[config.mk]
export PLATFORM = sky130hd
export DESIGN_NAME = ecpm_trig
export DESIGN_NICKNAME = d
export VERILOG_FILES = /design/src/ecpm_pkg.sv /design/src/ecpm_trig.sv
export SDC_FILE = /design/constraint.sdc
export NUM_CORES = 2
export LEC_CHECK = 0
export ABC_CLOCK_PERIOD_IN_PS = 17000
export BUFFER_PORTS_ARGS = -buffer_cell sky130_fd_sc_hd__buf_4
export CORE_MARGIN = 8
export CORE_UTILIZATION = 65
export DETAILED_ROUTE_END_ITERATION = 12
export PLACE_DENSITY = 0.84
export SLEW_MARGIN = 20
export SYNTH_ARGS = -nofsm -noshare
export SYNTH_HDL_FRONTEND = slang
export SYNTH_SLANG_ARGS = --single-unit
[constraint.sdc]
create_clock -name clk -period 17 [get_ports clk]
set_input_delay 3.4 -clock clk [delete_from_list [all_inputs] [get_ports clk]]
set_output_delay 3.4 -clock clk [all_outputs]
set_load 0.01 [all_outputs]
[src/ecpm_pkg.sv]
// Shared types, constants and CORDIC tables for the equirect perspective coordinate map.
package ecpm_pkg;

    // CORDIC datapath width and trig result width (Q30)
    localparam int DW       = 36;
    localparam int TW       = 32;
    localparam int CORDIC_N = 30;

    localparam logic signed [DW-1:0] TURN_HALF    = 36'sd2147483648;
    localparam logic signed [DW-1:0] TURN_QUARTER = 36'sd1073741824;
    localparam logic signed [DW-1:0] CORDIC_K     = 36'sd652032875;

    // atan(2^-i) as binary angles, 2^32 per turn
    localparam logic signed [DW-1:0] ATAN_TAB [CORDIC_N] = '{
        36'sd536870912, 36'sd316933406, 36'sd167458907, 36'sd85004756,
        36'sd42667331, 36'sd21354465, 36'sd10679838, 36'sd5340245,
        36'sd2670163, 36'sd1335087, 36'sd667544, 36'sd333772,
        36'sd166886, 36'sd83443, 36'sd41722, 36'sd20861,
        36'sd10430, 36'sd5215, 36'sd2608, 36'sd1304,
        36'sd652, 36'sd326, 36'sd163, 36'sd81,
        36'sd41, 36'sd20, 36'sd10, 36'sd5,
        36'sd3, 36'sd1
    };

    // configuration register indexes
    localparam logic [2:0] REG_YAW    = 3'd0;
    localparam logic [2:0] REG_PITCH  = 3'd1;
    localparam logic [2:0] REG_FOV    = 3'd2;
    localparam logic [2:0] REG_VIEW_W = 3'd3;
    localparam logic [2:0] REG_VIEW_H = 3'd4;
    localparam logic [2:0] REG_PANO_W = 3'd5;
    localparam logic [2:0] REG_PANO_H = 3'd6;

    // angle slots of the trig sequencer
    localparam logic [1:0] ANG_FOV   = 2'd0;
    localparam logic [1:0] ANG_PITCH = 2'd1;
    localparam logic [1:0] ANG_YAW   = 2'd2;

    typedef enum logic [1:0] {
        ST_IDLE,
        ST_DIV,
        ST_PREP,
        ST_ROT
    } trig_state_t;

    // sin/cos of half fov, pitch and yaw, Q30
    typedef struct packed {
        logic signed [TW-1:0] hc;
        logic signed [TW-1:0] hs;
        logic signed [TW-1:0] cp;
        logic signed [TW-1:0] sp;
        logic signed [TW-1:0] cy;
        logic signed [TW-1:0] sy;
    } trig_t;

endpackage

[src/ecpm_trig.sv]
// Sequential unit: centidegree to binary angle conversion and CORDIC sin/cos of view angles.
module ecpm_trig (
    input  logic            clk,
    input  logic            rst_n,
    input  logic            start,
    input  logic [14:0]     fov,
    input  logic [14:0]     pitch,
    input  logic [15:0]     yaw,
    output logic            busy,
    output ecpm_pkg::trig_t trig
);
    import ecpm_pkg::*;

    // cd * 2^32 / 36000 = cd * A + (cd * B) / 36000; half fov uses 2^31
    localparam logic [16:0] TURN_A      = 17'd119304;
    localparam logic [14:0] TURN_B      = 15'd23296;
    localparam logic [16:0] HALF_A      = 17'd59652;
    localparam logic [14:0] HALF_B      = 15'd11648;
    localparam logic [29:0] ROUND_HALF  = 30'd18000;
    // floor(n / 1125) = (n * DIV_M) >> 36 for n below 2^25
    localparam logic [25:0] DIV_M       = 26'd61083980;
    localparam logic [5:0]  DIV_LAST    = 6'd1;

    trig_state_t          state_reg, state_next;
    logic [1:0]           idx_reg;
    logic [5:0]           cnt_reg;
    logic [31:0]          hi_reg;
    logic [29:0]          lo_reg;
    logic [50:0]          prod_reg;
    logic [31:0]          quo_reg;
    logic                 neg_reg;
    logic                 fneg_reg;
    logic signed [DW-1:0] cx_reg, cy_reg, cz_reg;
    trig_t                trig_reg;

    logic [1:0]           load_idx;
    logic signed [16:0]   load_cd;
    logic [16:0]          load_a;
    logic [14:0]          load_b;
    logic [15:0]          load_mag;
    logic [32:0]          hi_prod;
    logic [30:0]          lo_prod;
    logic [31:0]          load_hi;
    logic [29:0]          load_lo;
    logic [14:0]          fov_c;
    logic [31:0]          q_ang;
    logic signed [DW-1:0] za;
    logic signed [DW-1:0] dx, dy;
    logic signed [DW-1:0] cx_next, cy_next, cz_next;
    logic signed [DW-1:0] co_fin, si_fin;

    // angle to be loaded next, split into whole and remainder parts
    always_comb
    begin
        load_idx = (state_reg == ST_IDLE) ? ANG_FOV : idx_reg + 2'd1;
        if (fov < 15'd100)
            fov_c = 15'd100;
        else if (fov > 15'd17900)
            fov_c = 15'd17900;
        else
            fov_c = fov;
        unique case (load_idx)
            ANG_FOV:
            begin
                load_cd = $signed({2'b00, fov_c});
                load_a  = HALF_A;
                load_b  = HALF_B;
            end
            ANG_PITCH:
            begin
                load_cd = 17'($signed(pitch));
                load_a  = TURN_A;
                load_b  = TURN_B;
            end
            default:
            begin
                load_cd = 17'($signed(yaw));
                load_a  = TURN_A;
                load_b  = TURN_B;
            end
        endcase
        load_mag = load_cd[16] ? 16'(-load_cd) : load_cd[15:0];
        hi_prod  = load_mag * load_a;
        lo_prod  = load_mag * load_b;
        load_hi  = hi_prod[31:0];
        load_lo  = lo_prod[29:0] + ROUND_HALF;
    end

    // quotient to signed angle; the fold into the right half plane follows in ST_PREP
    always_comb
    begin
        q_ang = neg_reg ? 32'(-quo_reg) : quo_reg;
        za    = DW'($signed(q_ang));
    end

    // rotation step
    always_comb
    begin
        dx = cy_reg >>> cnt_reg[4:0];
        dy = cx_reg >>> cnt_reg[4:0];
        if (cz_reg >= 0)
        begin
            cx_next = cx_reg - dx;
            cy_next = cy_reg + dy;
            cz_next = cz_reg - ATAN_TAB[cnt_reg[4:0]];
        end
        else
        begin
            cx_next = cx_reg + dx;
            cy_next = cy_reg - dy;
            cz_next = cz_reg + ATAN_TAB[cnt_reg[4:0]];
        end
        co_fin = fneg_reg ? -cx_next : cx_next;
        si_fin = fneg_reg ? -cy_next : cy_next;
    end

    // next state
    always_comb
    begin
        state_next = state_reg;
        unique case (state_reg)
            ST_IDLE: if (start) state_next = ST_DIV;
            ST_DIV:  if (cnt_reg == DIV_LAST) state_next = ST_PREP;
            ST_PREP: state_next = ST_ROT;
            ST_ROT:
            begin
                if (cnt_reg == 6'(CORDIC_N - 1))
                    state_next = (idx_reg == ANG_YAW) ? ST_IDLE : ST_DIV;
            end
            default: state_next = ST_IDLE;
        endcase
    end

    // outputs
    always_comb
    begin
        busy = (state_reg != ST_IDLE);
        trig = trig_reg;
    end

    always_ff @(posedge clk or negedge rst_n)
    begin
        if (!rst_n)
        begin
            state_reg <= ST_IDLE;
            idx_reg   <= ANG_FOV;
            cnt_reg   <= '0;
        end
        else
        begin
            state_reg <= state_next;
            unique case (state_reg)
                ST_IDLE:
                begin
                    cnt_reg <= '0;
                    if (start)
                        idx_reg <= load_idx;
                end
                ST_DIV:  cnt_reg <= (cnt_reg == DIV_LAST) ? 6'd0 : cnt_reg + 6'd1;
                ST_PREP: cnt_reg <= '0;
                ST_ROT:
                begin
                    if (cnt_reg == 6'(CORDIC_N - 1))
                    begin
                        cnt_reg <= '0;
                        if (idx_reg != ANG_YAW)
                            idx_reg <= load_idx;
                    end
                    else
                        cnt_reg <= cnt_reg + 6'd1;
                end
                default: cnt_reg <= '0;
            endcase
        end
    end

    // datapath
    always_ff @(posedge clk)
    begin
        unique case (state_reg)
            ST_IDLE:
            begin
                hi_reg  <= load_hi;
                lo_reg  <= load_lo;
                neg_reg <= load_cd[16];
            end
            ST_DIV:
            begin
                // remainder part by reciprocal, then add the whole part
                prod_reg <= lo_reg[29:5] * DIV_M;
                quo_reg  <= hi_reg + {17'd0, prod_reg[50:36]};
            end
            ST_PREP:
            begin
                cx_reg <= CORDIC_K;
                cy_reg <= '0;
                if (za > TURN_QUARTER)
                begin
                    cz_reg   <= za - TURN_HALF;
                    fneg_reg <= 1'b1;
                end
                else if (za < -TURN_QUARTER)
                begin
                    cz_reg   <= za + TURN_HALF;
                    fneg_reg <= 1'b1;
                end
                else
                begin
                    cz_reg   <= za;
                    fneg_reg <= 1'b0;
                end
            end
            ST_ROT:
            begin
                cx_reg <= cx_next;
                cy_reg <= cy_next;
                cz_reg <= cz_next;
                if (cnt_reg == 6'(CORDIC_N - 1))
                begin
                    hi_reg  <= load_hi;
                    lo_reg  <= load_lo;
                    neg_reg <= load_cd[16];
                    unique case (idx_reg)
                        ANG_FOV:
                        begin
                            trig_reg.hc <= co_fin[TW-1:0];
                            trig_reg.hs <= si_fin[TW-1:0];
                        end
                        ANG_PITCH:
                        begin
                            trig_reg.cp <= co_fin[TW-1:0];
                            trig_reg.sp <= si_fin[TW-1:0];
                        end
                        default:
                        begin
                            trig_reg.cy <= co_fin[TW-1:0];
                            trig_reg.sy <= si_fin[TW-1:0];
                        end
                    endcase
                end
            end
            default: ;
        endcase
    end

endmodule

# == After elaboration in Yosys (flattened, before gate mapping) ==
# Memories as Yosys holds them, arrays and structs flattened.
# Cells that the tools add are included.
# classes
add_sub_neg,16
multipliers,3
div,0
order_cmp,6
eq_ne,13
shifts,2
muxes,39
bitwise_logic,2
n_reduce_logical,14
# ops
operator,count
$mux W36,7
$pmux W36 S2,3
$mux W32,4
$add A36 B36 Y36,3
$sub A36 B36 Y36,3
$neg A32 Y32,3
$sshr A36 B5 Y36,2
$pmux W32 S2,1
$pmux W30 S2,1
$mul A25 B24 Y49 const B,1
$mux W15,3
$ge A36 B1 Y1 const B,1
$add A32 B33 Y34 const B,1
$pmux W17 S2,1
$sub A32 B33 Y34 const B,1
$add A32 B15 Y32,1
$gt A32 B32 Y1 const B,1
$lt A32 B31 Y1 const B,1
$mul A16 B17 Y32,1
$add A30 B15 Y30 const B,1
$mul A16 B15 Y30,1
$mux W30,1
$pmux W6 S3,1
$mux W17,1
other kinds (26),51
# word_totals
register_bits,455
latch_bits,0
ramBits,0
romBits,1152
inputBits,49
out_inout_bits,193
elab_cells,114
memories,1
# mem_list
name,words,width,rd,rd_clocked_by_memory_dff,write_ports,line_no,text
(name not given),32,36,1,0,0,ecpm_trig.sv:111,cz_next = cz_reg + ATAN_TAB[cnt_reg[4:0]];

# == Logic depth before layout (Yosys ltp) ==
# logic_depth
depth_word,10
mapped_depth,35
mapped_depth_nobuf,35

# == Worst setup path before layout ==
# OpenSTA, ideal clock, no wires.
# synth_timing
kind,in2reg
startpoint,input fov[2]
endpoint,"register hi_reg[31], data pin"
setup_ps,268
t_arrival_ps,11041
required_ps,16732
setup_slack_ps,5691
path_stages,32
path_buffers,0
path_cell_list,o311ai_0 > a32oi_1 > nor3b_1 > and2_1 > or2_2 > inv_1 > ha_1 > nand2_1 > o21ai_0 > xor2_1 > nand2_1 > nand2_1 > inv_1 > fa_1 > inv_1 > fa_1 > fa_1 > fa_1 > inv_1 > fa_1 > inv_1 > ha_1 > a21o_1 > a21oi_1 > o211ai_1 > a311oi_1 > o211ai_1 > a31oi_1 > nor2_1 > o21a_1 > o41ai_1 > xnor2_1
# synth_between
elab_chain_len,9
word_cells_on_any_way,10
classes_between,1 x add/sub; 1 x mul; 2 x order compare; 6 x mux
# synth_lines
item,line_no,text
start: declaration,ecpm_trig.sv:6,"input logic [14:0] fov,"
$gt A15 B15 Y1,ecpm_trig.sv:58,else if (fov > 15'd17900)
$mux W15,ecpm_trig.sv:58,
$mux W15 (*),ecpm_trig.sv:56,if (fov < 15'd100)
$pmux W17 S2 (*),ecpm_trig.sv:62,unique case (load_idx)
$neg A16 Y16,ecpm_trig.sv:82,load_mag = load_cd[16] ? 16'(-load_cd) : load_cd[15:0];
$mux W16 (*),ecpm_trig.sv:82,
$mul A16 B17 Y32 (*),ecpm_trig.sv:83,hi_prod = load_mag * load_a;
net hi_prod[31],ecpm_trig.sv:41,logic [32:0] hi_prod;
$mux W32,ecpm_trig.sv:218,if (cnt_reg == 6'(CORDIC_N - 1))
$pmux W32 S2 (*),ecpm_trig.sv:180,unique case (state_reg)
end signal: assignment,ecpm_trig.sv:183,hi_reg <= load_hi;
end signal: assignment,ecpm_trig.sv:220,hi_reg <= load_hi;
end: declaration,ecpm_trig.sv:27,logic [31:0] hi_reg;
# The timed path passes the listed nets; every way through them passes the cells marked *. The select of a mux whose other input is x is not followed.
# A chain may end at the register's enable or synchronous reset.

# == Worst setup path in the final report ==
# layout_timing
startpoint,input fov[3]
endpoint,"register hi_reg[31], data pin"
# The elaborated chain is that of the path after synthesis.

==> flow_metrics.py <==
metrics = {
    "placement": {
        "io_buffers": 241,
        "gp_congestion": 0.993,
        "placed_area_um2": 47600,
        "dp_hpwl_um": 89400,
    },
    "clock_network": {
        "cts_made_buffers": 47,
        "postCtsHoldBufs": 0,
        "cts_max_level": 2,
        "path_clk_slew_ps": 60,
        "worstSkewPairLatency_ps": 620,
        "cts_resized": 0,
        "cts_sinks": 411,
        "clk_path_buf_depth": 3,
        "cts_tree": "done",
        "cts_root_buffer": "clkbuf_16",
        "postCtsSetupBuffers": 0,
    },
    "setup_path": {
        "path_max_fanout": 8,
        "cp_slowest_stage_delay_ps": 850,
        "startpoint": "fov[3]",
        "crit_type": "primary input to register",
        "crit_slowest_cell": "nor3b_1",
        "critPathLaunchType": "primary input",
        "cp-endpoint": "hi_reg[31]",
        "r2r_start": "state_reg[1]",
        "rrSetupSlack_ps": 6260,
        "worstPathRequired_ps": 17330,
        "r2r_cells": 34,
        "r2r-end": "hi_reg[31]",
        "end_kind": "register",
        "cp.arrival_ps": 12600,
    },
    "routing": {
        "drc": 0,
        "routed_via_density": 6.23,
        "finalWirelength_um": 114000,
        "drtPass1Iterations": 6,
        "drt-wirelength-per-cell_um": 20.7,
        "drt-initial-drc-count": 2517,
        "vias": 34300,
        "ant_nets": 0,
    },
    "sta": {
        "slew_violations": 0,
        "fin_skew_ps": 34.6,
        "tightestPinTransition_ps": 1070,
        "max_slew_margin_pct": 26.7,
        "setup_tns_ps": 0,
        "finalCriticalPeriod_ps": 12270,
        "max_freq_mhz": 81.5,
        "finalSetupViolCount": 0,
        "rsz0062_at_grt": "no",
        "hold_violations": 0,
        "finalCritPeriodShare_pct": 72.2,
    },
    "finish": {
        "largest_reg_flops": 192,
        "n_antenna_cell": 0,
        "areaGrowthSynthToFinish_pct": 9.41,
        "seq_area_um2": 12300,
        "utilization_pct": 71.8,
        "fin_area_um2": 49200,
        "multiInputGateArea_um2": 30500,
        "mostFrequentLayoutCells": "566 x ha_1, 424 x inv_1, 401 x edfxtp_1",
        "fillers": 4834,
        "fin_nets": 5457,
        "final_common_cell": "ha_1",
        "drive_above_1_share_pct": 11.1,
    },
    "power_and_ir_drop": {
        "ir_drop_mv": 0.206,
        "p_leak_uw": 0.0216,
        "p_per_area_nw_per_um2": 199,
    },
    "floorplanning": {
        "die_y_um": 279,
        "initial_core_util_pct": 65.6,
        "core_area_um2": 68600,
        "core.rowCount": 96,
        "io_pins": 242,
        "fp.dieW_um": 279,
        "die_area_um2": 77900,
    },
    "worst_hold_path": {
        "hold_path_class": "register to register",
        "hold_path_depth": 0,
    },
    "logic_synthesis": {
        "syn-cell-area_um2": 45000,
        "synth_edf_count": 401,
        "netlist_instances": 4346,
        "ys_seq_area_share_pct": 27.3,
        "ys_async_sr_fraction_pct": 2.43,
        "synth_seq_cells": 411,
        "syn_area_per_cell_um2": 10.3,
        "synth_flop_cell": "edfxtp_1",
        "synthDistinctLibCells": 92,
        "yosysWarnings": 0,
    },
    "grt": {
        "grt_max_degree": 83,
        "antenna_found_initial": 1,
        "grt_pass1_vias": 34900,
        "grt_pass1_wl_um": 182000,
        "grt_use_total_pct": 28.8,
        "grt_remaining_overflow": 0,
    },
    "status": {
        "status": "complete, no violations",
    },
    "flow_run": {
        "max_cap_viol_count": 0,
    },
}
-- worst min-delay path by stage --
stage	slack [ps]	endpoint	start
2_1_floorplan	400	quo_reg[0]	prod_reg[36]
3_3_place_gp	430	quo_reg[1]	prod_reg[37]
3_5_place_dp	430	quo_reg[1]	prod_reg[37]
4_1_cts	440	quo_reg[1]	prod_reg[37]
5_1_grt	450	quo_reg[1]	prod_reg[37]
6_report	450	quo_reg[0]	prod_reg[36]
-- critical path: cells and delay by family --
| kind | cells | cell delay [ps] |
|---|---|---|
| adders and majority gates | 7 | 3160 |
| AOI/OAI and AO/OA | 11 | 2840 |
| and+or+nand+nor | 7 | 1910 |
| xor gates and xnor gates | 2 | 660 |
| buffers and inverters | 6 | 590 |
-- cells in the mapped netlist (all sizes together) (78+ instances only) --
library cell	n	share of area [%]
a21o	91	1.5
a21oi	211	2.3
clkbuf	110	0.93
edfxtp	401	27
fa	306	14
ha	568	16
inv	425	3.5
mux4	91	4.7
nand2	301	2.5
nor2	256	2.1
nor3	78	0.87
o21ai	211	2.3
xnor2	256	5.0
xor2	119	2.3
-- logic make-up (layout without fill, tap and decap cells) --
kind of cell	Yosys count	in the layout	synth area share, %
adder cells (fa/ha/maj)	874	874	29.4
other	2	28	0.0167
XOR/XNOR	375	375	7.30
AND/OR/NAND/NOR	1051	1051	11.4
multiplexers	170	170	6.56
buffers and inverters	585	785	5.25
flip-flops	411	411	27.3
AO/OA/AOI/OAI	878	878	12.7
-- stage by stage --
stage / instances / hold WS [ps] / total power [uW] / setup slack [ps]
after detailed placement: 5416 / 431 / 8640 / 4220
after CTS: 5503 / 444 / 9770 / 4790
final: 5503 / 447 / 9810 / 4730
after floorplan: 4372 / 400 / 7170 / 5690
after global routing: 5503 / 446 / 10600 / 4000
after global placement: 5416 / 433 / 8460 / 4410
-- final cells by class --
| type | instances | share of cell area, % |
|---|---|---|
| tap | 931 | 2.37 |
| timing repair buffer | 270 | 4.12 |
| clock buffer | 54 | 2.48 |
| multi-input combinational | 3376 | 61.9 |
| sequential | 411 | 25.0 |
| clock inverter | 33 | 0.826 |
| inverter | 428 | 3.26 |
-- metal layers --
metal / wire, um / part of all wire, % / up-vias / track usage, %
li1: - / - / 15900 / -
met3: 6620 / 5.8 / 376 / 3.70
met1: 41800 / 37 / 16700 / 32.7
met5: 0 / 0 / - / 0
met4: 6200 / 5.4 / 0 / 13.7
met2: 59400 / 52 / 1292 / 53.3
-- where the power goes --
group          switching [uW]  internal, uW
clock                     440           632
sequential                169          1950
combinational            3820          2790
No activity file was read; power rests on OpenSTA's default activity.
